===== src/opox_pkg.sv =====
// Shared types and sizing constants for the one-point order crossover block.
// No dependencies; imported by opox_seq, the top level and the checker.
`default_nettype none
package opox_pkg;

   localparam int NODES     = 64;
   localparam int GENE_W    = 6;
   localparam int CUT_W     = 7;
   localparam int GENE_SPAN = 1 << GENE_W;
   localparam int IDX_W     = (NODES > 1) ? $clog2(NODES) : 1;
   localparam int CNT_W     = $clog2(NODES + 1);
   localparam int CMP_W     = (CNT_W > CUT_W) ? CNT_W : CUT_W;
   localparam int PAIR_W    = 2 * GENE_W;

   typedef struct packed {
      logic [GENE_W-1:0] mother_gene;
      logic [GENE_W-1:0] father_gene;
      logic [CUT_W-1:0]  cut_point;
      logic              last_position;
   } req_type;

   typedef struct packed {
      logic [GENE_W-1:0] child_gene;
      logic              last_gene;
      logic              short_fill;
   } rsp_type;

   typedef struct packed {
      logic [CNT_W-1:0] load_count;
      logic [CNT_W-1:0] cut_held;
   } set_type;

   typedef struct packed {
      logic busy;
      logic done;
   } seq_ctl_type;

endpackage
`default_nettype wire


===== src/opox_ram.sv =====
// Generic single-write, single-read RAM with registered read data.
// No dependencies.
`default_nettype none
module opox_ram #(
   parameter int WIDTH = 8,
   parameter int DEPTH = 64
) (
   input  wire logic                                 clock,
   input  wire logic                                 wr_en,
   input  wire logic [((DEPTH > 1) ? $clog2(DEPTH) : 1)-1:0] wr_addr,
   input  wire logic [WIDTH-1:0]                     wr_data,
   input  wire logic                                 rd_en,
   input  wire logic [((DEPTH > 1) ? $clog2(DEPTH) : 1)-1:0] rd_addr,
   output      logic [WIDTH-1:0]                     rd_data
);

   logic [WIDTH-1:0] mem_ff [DEPTH];
   logic [WIDTH-1:0] rd_data_ff;

   always_ff @(posedge clock) begin
      if (wr_en) begin
         mem_ff[wr_addr] <= wr_data;
      end
      if (rd_en) begin
         rd_data_ff <= mem_ff[rd_addr];
      end
   end

   assign rd_data = rd_data_ff;

endmodule
`default_nettype wire


===== src/opox_seq.sv =====
// Emission sequencer: walks the mother prefix, then scans father genes through
// one RAM read port, skipping prefix genes, and offers each child gene. Uses opox_pkg.
`default_nettype none
module opox_seq
   import opox_pkg::*;
(
   input  wire logic                  clock,
   input  wire logic                  reset,
   input  wire logic                  start,
   input  wire set_type               set_info,
   input  wire logic [GENE_SPAN-1:0]  present,
   input  wire logic [PAIR_W-1:0]     rd_data,
   output      logic                  rd_en,
   output      logic [IDX_W-1:0]      rd_addr,
   input  wire logic                  rsp_ready,
   output      logic                  rsp_valid,
   output      rsp_type               rsp_data,
   output      seq_ctl_type           ctl
);

   localparam logic [1:0] ST_IDLE = 2'd0;
   localparam logic [1:0] ST_RD   = 2'd1;
   localparam logic [1:0] ST_CHK  = 2'd2;
   localparam logic [1:0] ST_OUT  = 2'd3;

   logic [1:0]       state_ff, state_in;
   logic [CNT_W-1:0] k_ff, k_in;
   logic [CNT_W-1:0] src_ff, src_in;
   rsp_type          rsp_ff, rsp_in;

   logic              in_prefix;
   logic              last_k;
   logic [GENE_W-1:0] mother_g;
   logic [GENE_W-1:0] father_g;

   assign in_prefix = k_ff < set_info.cut_held;
   assign last_k    = k_ff == CNT_W'(NODES - 1);
   assign mother_g  = rd_data[PAIR_W-1:GENE_W];
   assign father_g  = rd_data[GENE_W-1:0];

   always_comb begin
      state_in = state_ff;
      k_in     = k_ff;
      src_in   = src_ff;
      rsp_in   = rsp_ff;
      rd_en    = 1'b0;
      rd_addr  = k_ff[IDX_W-1:0];
      ctl.done = 1'b0;
      ctl.busy = state_ff != ST_IDLE;
      case (state_ff)
         ST_IDLE: begin
            if (start) begin
               k_in     = '0;
               src_in   = '0;
               state_in = ST_RD;
            end
         end
         ST_RD: begin
            if (in_prefix) begin
               if (k_ff < set_info.load_count) begin
                  rd_en    = 1'b1;
                  state_in = ST_CHK;
               end else begin
                  rsp_in   = '{child_gene: '0, last_gene: last_k, short_fill: 1'b1};
                  state_in = ST_OUT;
               end
            end else if (src_ff < set_info.load_count) begin
               rd_en    = 1'b1;
               rd_addr  = src_ff[IDX_W-1:0];
               state_in = ST_CHK;
            end else begin
               rsp_in   = '{child_gene: '0, last_gene: last_k, short_fill: 1'b1};
               state_in = ST_OUT;
            end
         end
         ST_CHK: begin
            if (in_prefix) begin
               rsp_in   = '{child_gene: mother_g, last_gene: last_k, short_fill: 1'b0};
               state_in = ST_OUT;
            end else begin
               src_in = src_ff + 1'b1;
               if (present[father_g]) begin
                  state_in = ST_RD;
               end else begin
                  rsp_in   = '{child_gene: father_g, last_gene: last_k, short_fill: 1'b0};
                  state_in = ST_OUT;
               end
            end
         end
         ST_OUT: begin
            if (rsp_ready) begin
               if (last_k) begin
                  ctl.done = 1'b1;
                  state_in = ST_IDLE;
               end else begin
                  k_in     = k_ff + 1'b1;
                  state_in = ST_RD;
               end
            end
         end
         default: begin
            state_in = ST_IDLE;
         end
      endcase
   end

   always_ff @(posedge clock) begin
      if (reset) begin
         state_ff <= ST_IDLE;
         k_ff     <= '0;
         src_ff   <= '0;
      end else begin
         state_ff <= state_in;
         k_ff     <= k_in;
         src_ff   <= src_in;
      end
      rsp_ff <= rsp_in;
   end

   assign rsp_valid = state_ff == ST_OUT;
   assign rsp_data  = rsp_ff;

endmodule
`default_nettype wire


===== src/one_point_order_crossover.sv =====
// Top level of the one-point order crossover block: load counter, cut point,
// prefix bitmap, gene RAM and emission sequencer. Uses opox_pkg, opox_ram, opox_seq.
//
// Usage:
//   req_ channel: one transaction per parent position (mother gene, father gene,
//   cut point, last mark). The cut point is taken on the first transaction of a
//   set and saturates to NODES. While loading, one transaction is taken per cycle.
//   rsp_ channel: after the transaction marked last, exactly NODES child genes
//   follow in position order; last_gene marks the final one, short_fill marks a
//   padded position.
//   Timing: after the last transaction the sequencer passes its address and
//   RAM read states before the first gene is offered. Each gene takes address,
//   RAM read and offer states (a padded position skips the RAM read), and each
//   skipped father gene repeats address and RAM read, all through one read port.
//   req_ready is low for the whole emission of a set.
//   Stall: a gene held by a low rsp_ready stays offered unchanged; the sequencer
//   waits in place.
//   Reset: clears the load count, cut point, prefix bitmap and sequencer; the
//   gene RAM is not cleared and is only read at loaded positions.
`default_nettype none
module one_point_order_crossover
   import opox_pkg::*;
(
   input  wire logic    clock,
   input  wire logic    reset,
   input  wire logic    req_valid,
   output      logic    req_ready,
   input  wire req_type req_data,
   output      logic    rsp_valid,
   input  wire logic    rsp_ready,
   output      rsp_type rsp_data
);

   logic [CNT_W-1:0]     load_count_ff, load_count_in;
   logic [CNT_W-1:0]     cut_held_ff, cut_held_in;
   logic [GENE_SPAN-1:0] prefix_ff, prefix_in;

   logic                 accept;
   logic                 first;
   logic                 room;
   logic [CMP_W-1:0]     cut_ext;
   logic [CNT_W-1:0]     cut_sat;
   logic [CNT_W-1:0]     cut_eff;
   logic                 wr_en;
   logic                 rd_en;
   logic [IDX_W-1:0]     rd_addr;
   logic [PAIR_W-1:0]    rd_data;
   set_type              set_info;
   seq_ctl_type          ctl;

   assign req_ready = !ctl.busy;
   assign accept    = req_valid && req_ready;
   assign first     = load_count_ff == '0;
   assign room      = load_count_ff < CNT_W'(NODES);
   assign cut_ext   = CMP_W'(req_data.cut_point);
   assign cut_sat   = (cut_ext > CMP_W'(NODES)) ? CNT_W'(NODES) : CNT_W'(cut_ext);
   assign cut_eff   = first ? cut_sat : cut_held_ff;
   assign wr_en     = accept && room;

   always_comb begin
      load_count_in = load_count_ff;
      cut_held_in   = cut_held_ff;
      prefix_in     = prefix_ff;
      if (accept) begin
         if (first) begin
            cut_held_in = cut_sat;
            prefix_in   = '0;
         end
         if (room) begin
            load_count_in = load_count_ff + 1'b1;
            if (load_count_ff < cut_eff) begin
               prefix_in[req_data.mother_gene] = 1'b1;
            end
         end
      end
      if (ctl.done) begin
         load_count_in = '0;
      end
   end

   always_ff @(posedge clock) begin
      if (reset) begin
         load_count_ff <= '0;
         cut_held_ff   <= '0;
         prefix_ff     <= '0;
      end else begin
         load_count_ff <= load_count_in;
         cut_held_ff   <= cut_held_in;
         prefix_ff     <= prefix_in;
      end
   end

   assign set_info = '{load_count: load_count_ff, cut_held: cut_held_ff};

   opox_ram #(
      .WIDTH (PAIR_W),
      .DEPTH (NODES)
   ) u_gene_ram (
      .clock   (clock),
      .wr_en   (wr_en),
      .wr_addr (load_count_ff[IDX_W-1:0]),
      .wr_data ({req_data.mother_gene, req_data.father_gene}),
      .rd_en   (rd_en),
      .rd_addr (rd_addr),
      .rd_data (rd_data)
   );

   opox_seq u_seq (
      .clock     (clock),
      .reset     (reset),
      .start     (accept && req_data.last_position),
      .set_info  (set_info),
      .present   (prefix_ff),
      .rd_data   (rd_data),
      .rd_en     (rd_en),
      .rd_addr   (rd_addr),
      .rsp_ready (rsp_ready),
      .rsp_valid (rsp_valid),
      .rsp_data  (rsp_data),
      .ctl       (ctl)
   );

endmodule
`default_nettype wire


===== config.mk =====
export PLATFORM = sky130hd
export DESIGN_NAME = one_point_order_crossover
export DESIGN_NICKNAME = d
export VERILOG_FILES = /design/src/opox_pkg.sv /design/src/opox_ram.sv /design/src/opox_seq.sv /design/src/one_point_order_crossover.sv
export SDC_FILE = /design/constraint.sdc
export NUM_CORES = 1
export LEC_CHECK = 0
export ABC_AREA = 1
export BUFFER_PORTS_ARGS = -buffer_cell sky130_fd_sc_hd__buf_2
export CAP_MARGIN = 5
export CORE_MARGIN = 3
export CORE_UTILIZATION = 45
export CTS_CLUSTER_SIZE = 14
export DETAILED_ROUTE_END_ITERATION = 10
export PLACE_DENSITY = 0.58
export SLEW_MARGIN = 5
export SYNTH_ARGS = -nofsm -noshare
export SYNTH_HDL_FRONTEND = slang
export SYNTH_SLANG_ARGS = --single-unit

===== constraint.sdc =====
create_clock -name clock -period 5 [get_ports clock]
set_input_delay 1 -clock clock [delete_from_list [all_inputs] [get_ports clock]]
set_output_delay 1 -clock clock [all_outputs]
set_load 0.03 [all_outputs]

==> results_dict.tcl, run 1 <==
set metrics [dict create \
    status "completed" \
    reg2reg_slack_ns 0.47 \
    slowest_delay_ns 0.55 \
    dieArea_um2 92000 \
    grt_pass1_vias 26858 \
    synthFlopType "edfxtp_1" \
    cap_violations 0 \
    max_freq_mhz 221 \
    critPathSlowestCell "dfxtp_1" \
    synth_cell_types 38 \
    timing.slew.headroom_pct 15.5 \
    cts_setup_buffers 0 \
    cts_htree_levels 3 \
    leakage_nw 18.1 \
    clockBufferDepth 3 \
    ys_ff_latch 882 \
    gp_congestion 0.820 \
    cts-root-buf "clkbuf_16" \
    fin_setup_tns_ns 0 \
    ys_warn_count 0 \
    seqCellArea_um2 25500 \
    grt_start_max_net_pins 99 \
    core-area_um2 87200 \
    grt-ovfl-total 0 \
    drive_gt1_share_pct 7.48 \
    synthesis.area_um2 39800 \
    drc 0 \
    first_iter_violations 3399 \
    ys_seq_area_share_pct 64.2 \
    place_inst 5167 \
    reg2reg_from "load_count_ff[5]" \
    fillers 7888 \
    setup.worst_path.end_class "register" \
    syn_inst 4076 \
    netlist_top_cells_count "nand2_1 (897), nand3_1 (836), edfxtp_1 (788)" \
    multiInputGateArea_um2 10600 \
    io_pins 34 \
    p_per_area_nw_per_um2 436 \
    hold_viol 0 \
    vias_per_cell 5.36 \
    synthesis.nets 4132 \
    antenna_left 0 \
    synth_area_leaders "edfxtp_1 (60%), nand3_1 (11%), nand2_1 (8.5%)" \
    die_y_um 303 \
    wl_per_cell_um 21.5 \
    totalPowerFinal_mw 19.4 \
    dpl.hpwl_mm 68.0 \
    busiest_layer "met2" \
    period_needed_ns 4.53 \
    met1_usage_pct 35.8 \
    fin_crit_sh_pct 90.6 \
    holdPathEnd "prefix_ff[1]" \
    areaGrowthSynthToFinish_pct 12.2 \
    r2r_cells 16 \
    cts_sinks 882 \
    vias 28651 \
    grt_usage_pct 25.1 \
    antenna_found_initial 1 \
    cts_buffers 96 \
    portBuffers 33 \
    rsz0062_at_grt "no" \
    insertion_delay_ns 0.67 \
    async_flop_share_pct 0 \
    regToRegEndpoint "u_gene_ram.rd_data[7]" \
    drt-total-wl_mm 115 \
    skew_ns 0.0306 \
    crit_required_ns 5.52 \
    setup_violations 0 \
    startpoint_type "register" \
    path_max_fanout 49 \
    grt_pass1_wl_mm 173 \
    min-delay-path-class "register to register" \
    worst_pin_slew_ns 1.26 \
    arrival_ns 5.05 \
    ctsResizeCount 0 \
    cts_hold_buf 0 \
    post-synth-top-area-fraction_pct 59.5 \
    holdPathStages 2 \
    initial_core_util_pct 45.6 \
    yosysTopAreaCell "edfxtp_1" \
    num_rows 108 \
    cts_tree "done" \
    nNetsFinal 4167 \
    use_met3_pct 3.50 \
    postSynthAreaPerCell_um2 9.76 \
    worstHoldStart "prefix_ff[1]" \
    fp.dieW_um 303 \
    ir_worst_vdd_mv 0.277 \
    drtPass1Iterations 8 \
    cp_cell_sequence "inv_1 > ha_1 > nand2_1 > inv_1 > nand2_1 > nand2_1 > a21oi_2 > nand3_2 > o21ai_4 > clkinv_2 > buf_12 > nand3_1 > nand3_1 > nand3_1 > nand3_1 > nand2_1" \
    grtUsageMet2_pct 39.5 \
    critPathBufInv 4 \
    clkTransAtPathRegs_ns 0.06 \
    synth_edf_count 788 \
    yosysMostFrequentCell "nand2_1" \
    critPathKind "register to register" \
    report.final.slew_viol_count 0 \
    finalNonFillerCells 5341 \
    critPathTopFamily "simple AND/OR/NAND/NOR gates" \
]
==> area by class of cell <==
cell class	count	share of cell area (%)
Sequential cell	882	57.3
Inverter	729	6.14
Antenna cell	1	0.00561
Tap cell	1155	3.24
Multi-Input combinational cell	2252	23.7
Clock inverter	59	1.23
Timing Repair Buffer	150	2.78
Clock buffer	113	5.62
==> per-stage QoR <==
step	area (µm²)	hold WS [ns]	setup slack [ns]	util (%)
floorplan	39800	0.426	1.76	-
global placement	41500	0.449	0.612	47.7
detailed placement	41500	0.452	0.590	47.7
CTS	44600	0.462	0.521	51.2
global route	44600	0.477	0.243	51.2
finish	44600	0.462	0.469	51.2
==> how the worst max path moves through the flow <==
| stage | slack, ns | to | cells past startpoint | from |
|---|---|---|---|---|
| after floorplan | 1.76 | u_gene_ram.mem_ff[39][0] | 6 | req_valid |
| after global placement | 0.61 | u_gene_ram.rd_data[7] | 16 | load_count_ff[5] |
| after detailed placement | 0.59 | u_gene_ram.rd_data[7] | 16 | load_count_ff[5] |
| after CTS | 0.52 | u_gene_ram.rd_data[7] | 16 | load_count_ff[5] |
| after global routing | 0.24 | u_gene_ram.rd_data[11] | 14 | load_count_ff[2] |
| final | 0.47 | u_gene_ram.rd_data[7] | 16 | load_count_ff[5] |
==> worst min-delay path: stages (launching register included) <==
cell	delay, ns
dfxtp_1	0.30
nand2_1	0.06
a21oi_1	0.05
==> cells in the final DEF, fill, tap and decap left out, types with 2 or more instances in the layout <==
| master | n |
|---|---|
| clkinv_1 | 23 |
| a21oi_1 | 104 |
| clkinvlp_4 | 8 |
| dfxtp_1 | 94 |
| nor3_2 | 2 |
| nand3_1 | 836 |
| clkinv_2 | 15 |
| nand3b_1 | 61 |
| buf_4 | 106 |
| o211ai_1 | 3 |
| nor2_1 | 177 |
| nand4_2 | 2 |
| o22ai_1 | 5 |
| nand2_2 | 3 |
| nand2_1 | 897 |
| o21ai_1 | 2 |
| inv_6 | 3 |
| buf_12 | 15 |
| o221ai_1 | 10 |
| nand2_8 | 2 |
| edfxtp_1 | 788 |
| clkbuf_1 | 15 |
| clkinvlp_2 | 2 |
| o21ai_0 | 59 |
| nor4_1 | 10 |
| clkbuf_16 | 98 |
| nand4_1 | 12 |
| ha_1 | 32 |
| bufinv_16 | 9 |
| inv_2 | 5 |
| o21ai_4 | 4 |
| inv_1 | 720 |
| buf_2 | 29 |
| nor3b_1 | 3 |
| nor3_1 | 14 |
==> layer usage <==
metal	up-vias	part of all wire, %	wire length [µm]
li1	13527	-	-
met1	13880	44	50100
met2	1059	46	53100
met3	185	7.0	8000
met4	0	3.2	3680
met5	-	0	0
==> state kept, by name, indices dropped and copies added, names as in the netlist <==
name / flops
u_seq.k_ff: 7
load_count_ff: 7
cut_held_ff: 7
prefix_ff: 64
u_seq.rsp_data: 8
u_gene_ram.rd_data: 12
u_gene_ram.mem_ff: 768
u_seq.state_ff: 2
u_seq.src_ff: 7
==> report_power, final <==
| group | internal [mW] | switching (mW) |
|---|---|---|
| combinational | 1.08 | 3.07 |
| sequential | 8.22 | 0.106 |
| clock | 4.04 | 2.92 |
| total | 13.3 | 6.10 |
==> kinds of logic after synthesis <==
family | Yosys count | share of synthesized area, %
simple gates | 2024 | 22.7
buf+inv | 942 | 9.39
flops | 882 | 64.2
compound gates | 195 | 2.66
fa+ha+maj | 32 | 1.01
xor+xnor | 1 | 0.0220
No activity file was read; power rests on OpenSTA's default activity.
==> run 2: changes to the inputs <==
MAX_ROUTING_LAYER = met4   (was not set)
==> run 2 against run 1 <==
Against the previous run: die area unchanged; core utilization about the same; largest power group unchanged; flip-flop and latch count unchanged; cell count about the same; critical endpoint unchanged; via count about the same; highest routed layer unchanged; largest cell class unchanged; power about the same.
==> results_dict.tcl, run 2 (synthesis results as in run 1) <==
set metrics [dict create \
    cp.depth 16 \
    critPathBufInv 4 \
    antenna_left 0 \
    final_common_cell "nand2_1" \
    p_per_area_nw_per_um2 436 \
    vias 28626 \
    drive_gt1_share_pct 7.46 \
    fin_crit_sh_pct 91.3 \
    vias_per_cell 5.36 \
    setup_violations 0 \
    max_freq_mhz 219 \
    gp_congestion 0.833 \
    portBuffers 33 \
    insertion_delay_ns 0.67 \
    cts_hold_buf 0 \
    core-area_um2 87200 \
    critPathSlowestCell "clkinv_2" \
    seqCellArea_um2 25500 \
    cts_htree_levels 3 \
    clkTransAtPathRegs_ns 0.06 \
    period_needed_ns 4.57 \
    slowest_delay_ns 0.57 \
    pre_cts_ws_ns 0.590 \
    cap_violations 0 \
    cts-root-buf "clkbuf_16" \
    worst_pin_slew_ns 1.27 \
    cp_cell_sequence "inv_1 > ha_1 > nand2_1 > inv_1 > nand2_1 > nand2_1 > a21oi_2 > nand3_2 > o21ai_4 > clkinv_2 > buf_12 > nand3_1 > nand3_1 > nand3_1 > nand3_1 > nand2_1" \
    crit_required_ns 5.52 \
    drc 0 \
    cts_setup_buffers 0 \
    die_y_um 303 \
    leakage_nw 18.1 \
    initial_core_util_pct 45.6 \
    skew_ns 0.0302 \
    fin_hold_ws_ns 0.462 \
    holdPathStages 2 \
    ir_worst_vdd_mv 0.278 \
    startpoint_type "register" \
    grt_pass1_wl_mm 173 \
    setup.worst_path.end_class "register" \
    critPathTopFamily "simple AND/OR/NAND/NOR gates" \
    arrival_ns 5.09 \
    critPathKind "register to register" \
    layout_common_cells "nand2_1 (897), nand3_1 (836), edfxtp_1 (788), inv_1 (720), nor2_1 (177)" \
    setup_ws_ns 0.435 \
    grt_start_max_net_pins 99 \
    r2r_cells 16 \
    grt_pass1_vias 26860 \
    nNetsFinal 4166 \
    path_max_fanout 49 \
    clockBufferDepth 3 \
    hold_viol 0 \
    timing.slew.headroom_pct 14.7 \
    drtPass1Iterations 6 \
    grt_usage_pct 25.8 \
    dieArea_um2 92000 \
    report.final.slew_viol_count 0 \
    io_pins 34 \
    cts_buffers 96 \
    wl_per_cell_um 21.5 \
    cts_tree "done" \
    fillers 7888 \
    antenna_found_initial 1 \
    drt-total-wl_mm 115 \
    cts_sinks 882 \
    top_register "u_gene_ram.mem_ff" \
    largest_reg_flops 768 \
    num_rows 108 \
    fin_setup_tns_ns 0 \
    grt-ovfl-total 0 \
    ctsResizeCount 0 \
    min-delay-path-class "register to register" \
    status "completed" \
    first_iter_violations 3574 \
    rsz0062_at_grt "no" \
    fp.dieW_um 303 \
    areaGrowthSynthToFinish_pct 12.2 \
    dpl.hpwl_mm 68.0 \
    multiInputGateArea_um2 10600 \
]
==> run 2: cell types whose count changed in the layout (fill, tap and decap cells not counted) <==
cell / change
buf_4: -1
==> run 2: where the power goes <==
group | leakage, nW | switching [mW] | internal, mW
Sequential | 7.85 | 0.107 | 8.22
Combinational | 8.75 | 3.08 | 1.08
Clock | 1.47 | 2.93 | 4.04
==> run 2: cell type report <==
class / instances / area share [%]
timing repair buffer: 149 / 2.77
antenna: 1 / 0.00561
tap: 1155 / 3.24
multi-input combinational: 2252 / 23.7
clock inverter: 59 / 1.23
sequential: 882 / 57.3
inverter: 729 / 6.14
clock buffer: 113 / 5.62
==> run 2: per-layer routing <==
metal	wire length [µm]	track usage, %	vias to the layer above
met5	0	-	-
met4	3270	7.60	0
met3	8220	3.69	171
met2	53300	39.7	1061
met1	50200	35.9	13875
li1	-	-	13519
==> run 2: worst reg2reg max path: stages (launching register included) <==
cell	delay [ns]
dfxtp_1	0.54
inv_1	0.22
ha_1	0.34
nand2_1	0.08
inv_1	0.04
nand2_1	0.05
nand2_1	0.06
a21oi_2	0.27
nand3_2	0.42
o21ai_4	0.34
clkinv_2	0.57
buf_12	0.44
nand3_1	0.23
nand3_1	0.17
nand3_1	0.20
nand3_1	0.32
nand2_1	0.14
==> run 2: through the flow <==
step,util [%],total power [mW],cell area (µm²),cells
floorplan,-,11.0,39800,4076
global placement,47.7,12.6,41500,5167
detailed placement,47.7,12.6,41500,5167
CTS,51.2,19.5,44600,5339
global route,51.2,20.2,44600,5339
finish,51.2,19.5,44600,5340
==> run 2: path summary, 6_finish.rpt <==
path,end,start,slack [ns]
setup / recovery,u_gene_ram.rd_data[7],load_count_ff[5],0.43
setup reg to reg,u_gene_ram.rd_data[7],load_count_ff[5],0.43
hold / removal,prefix_ff[50],prefix_ff[50],0.46
hold reg to reg,prefix_ff[50],prefix_ff[50],0.46
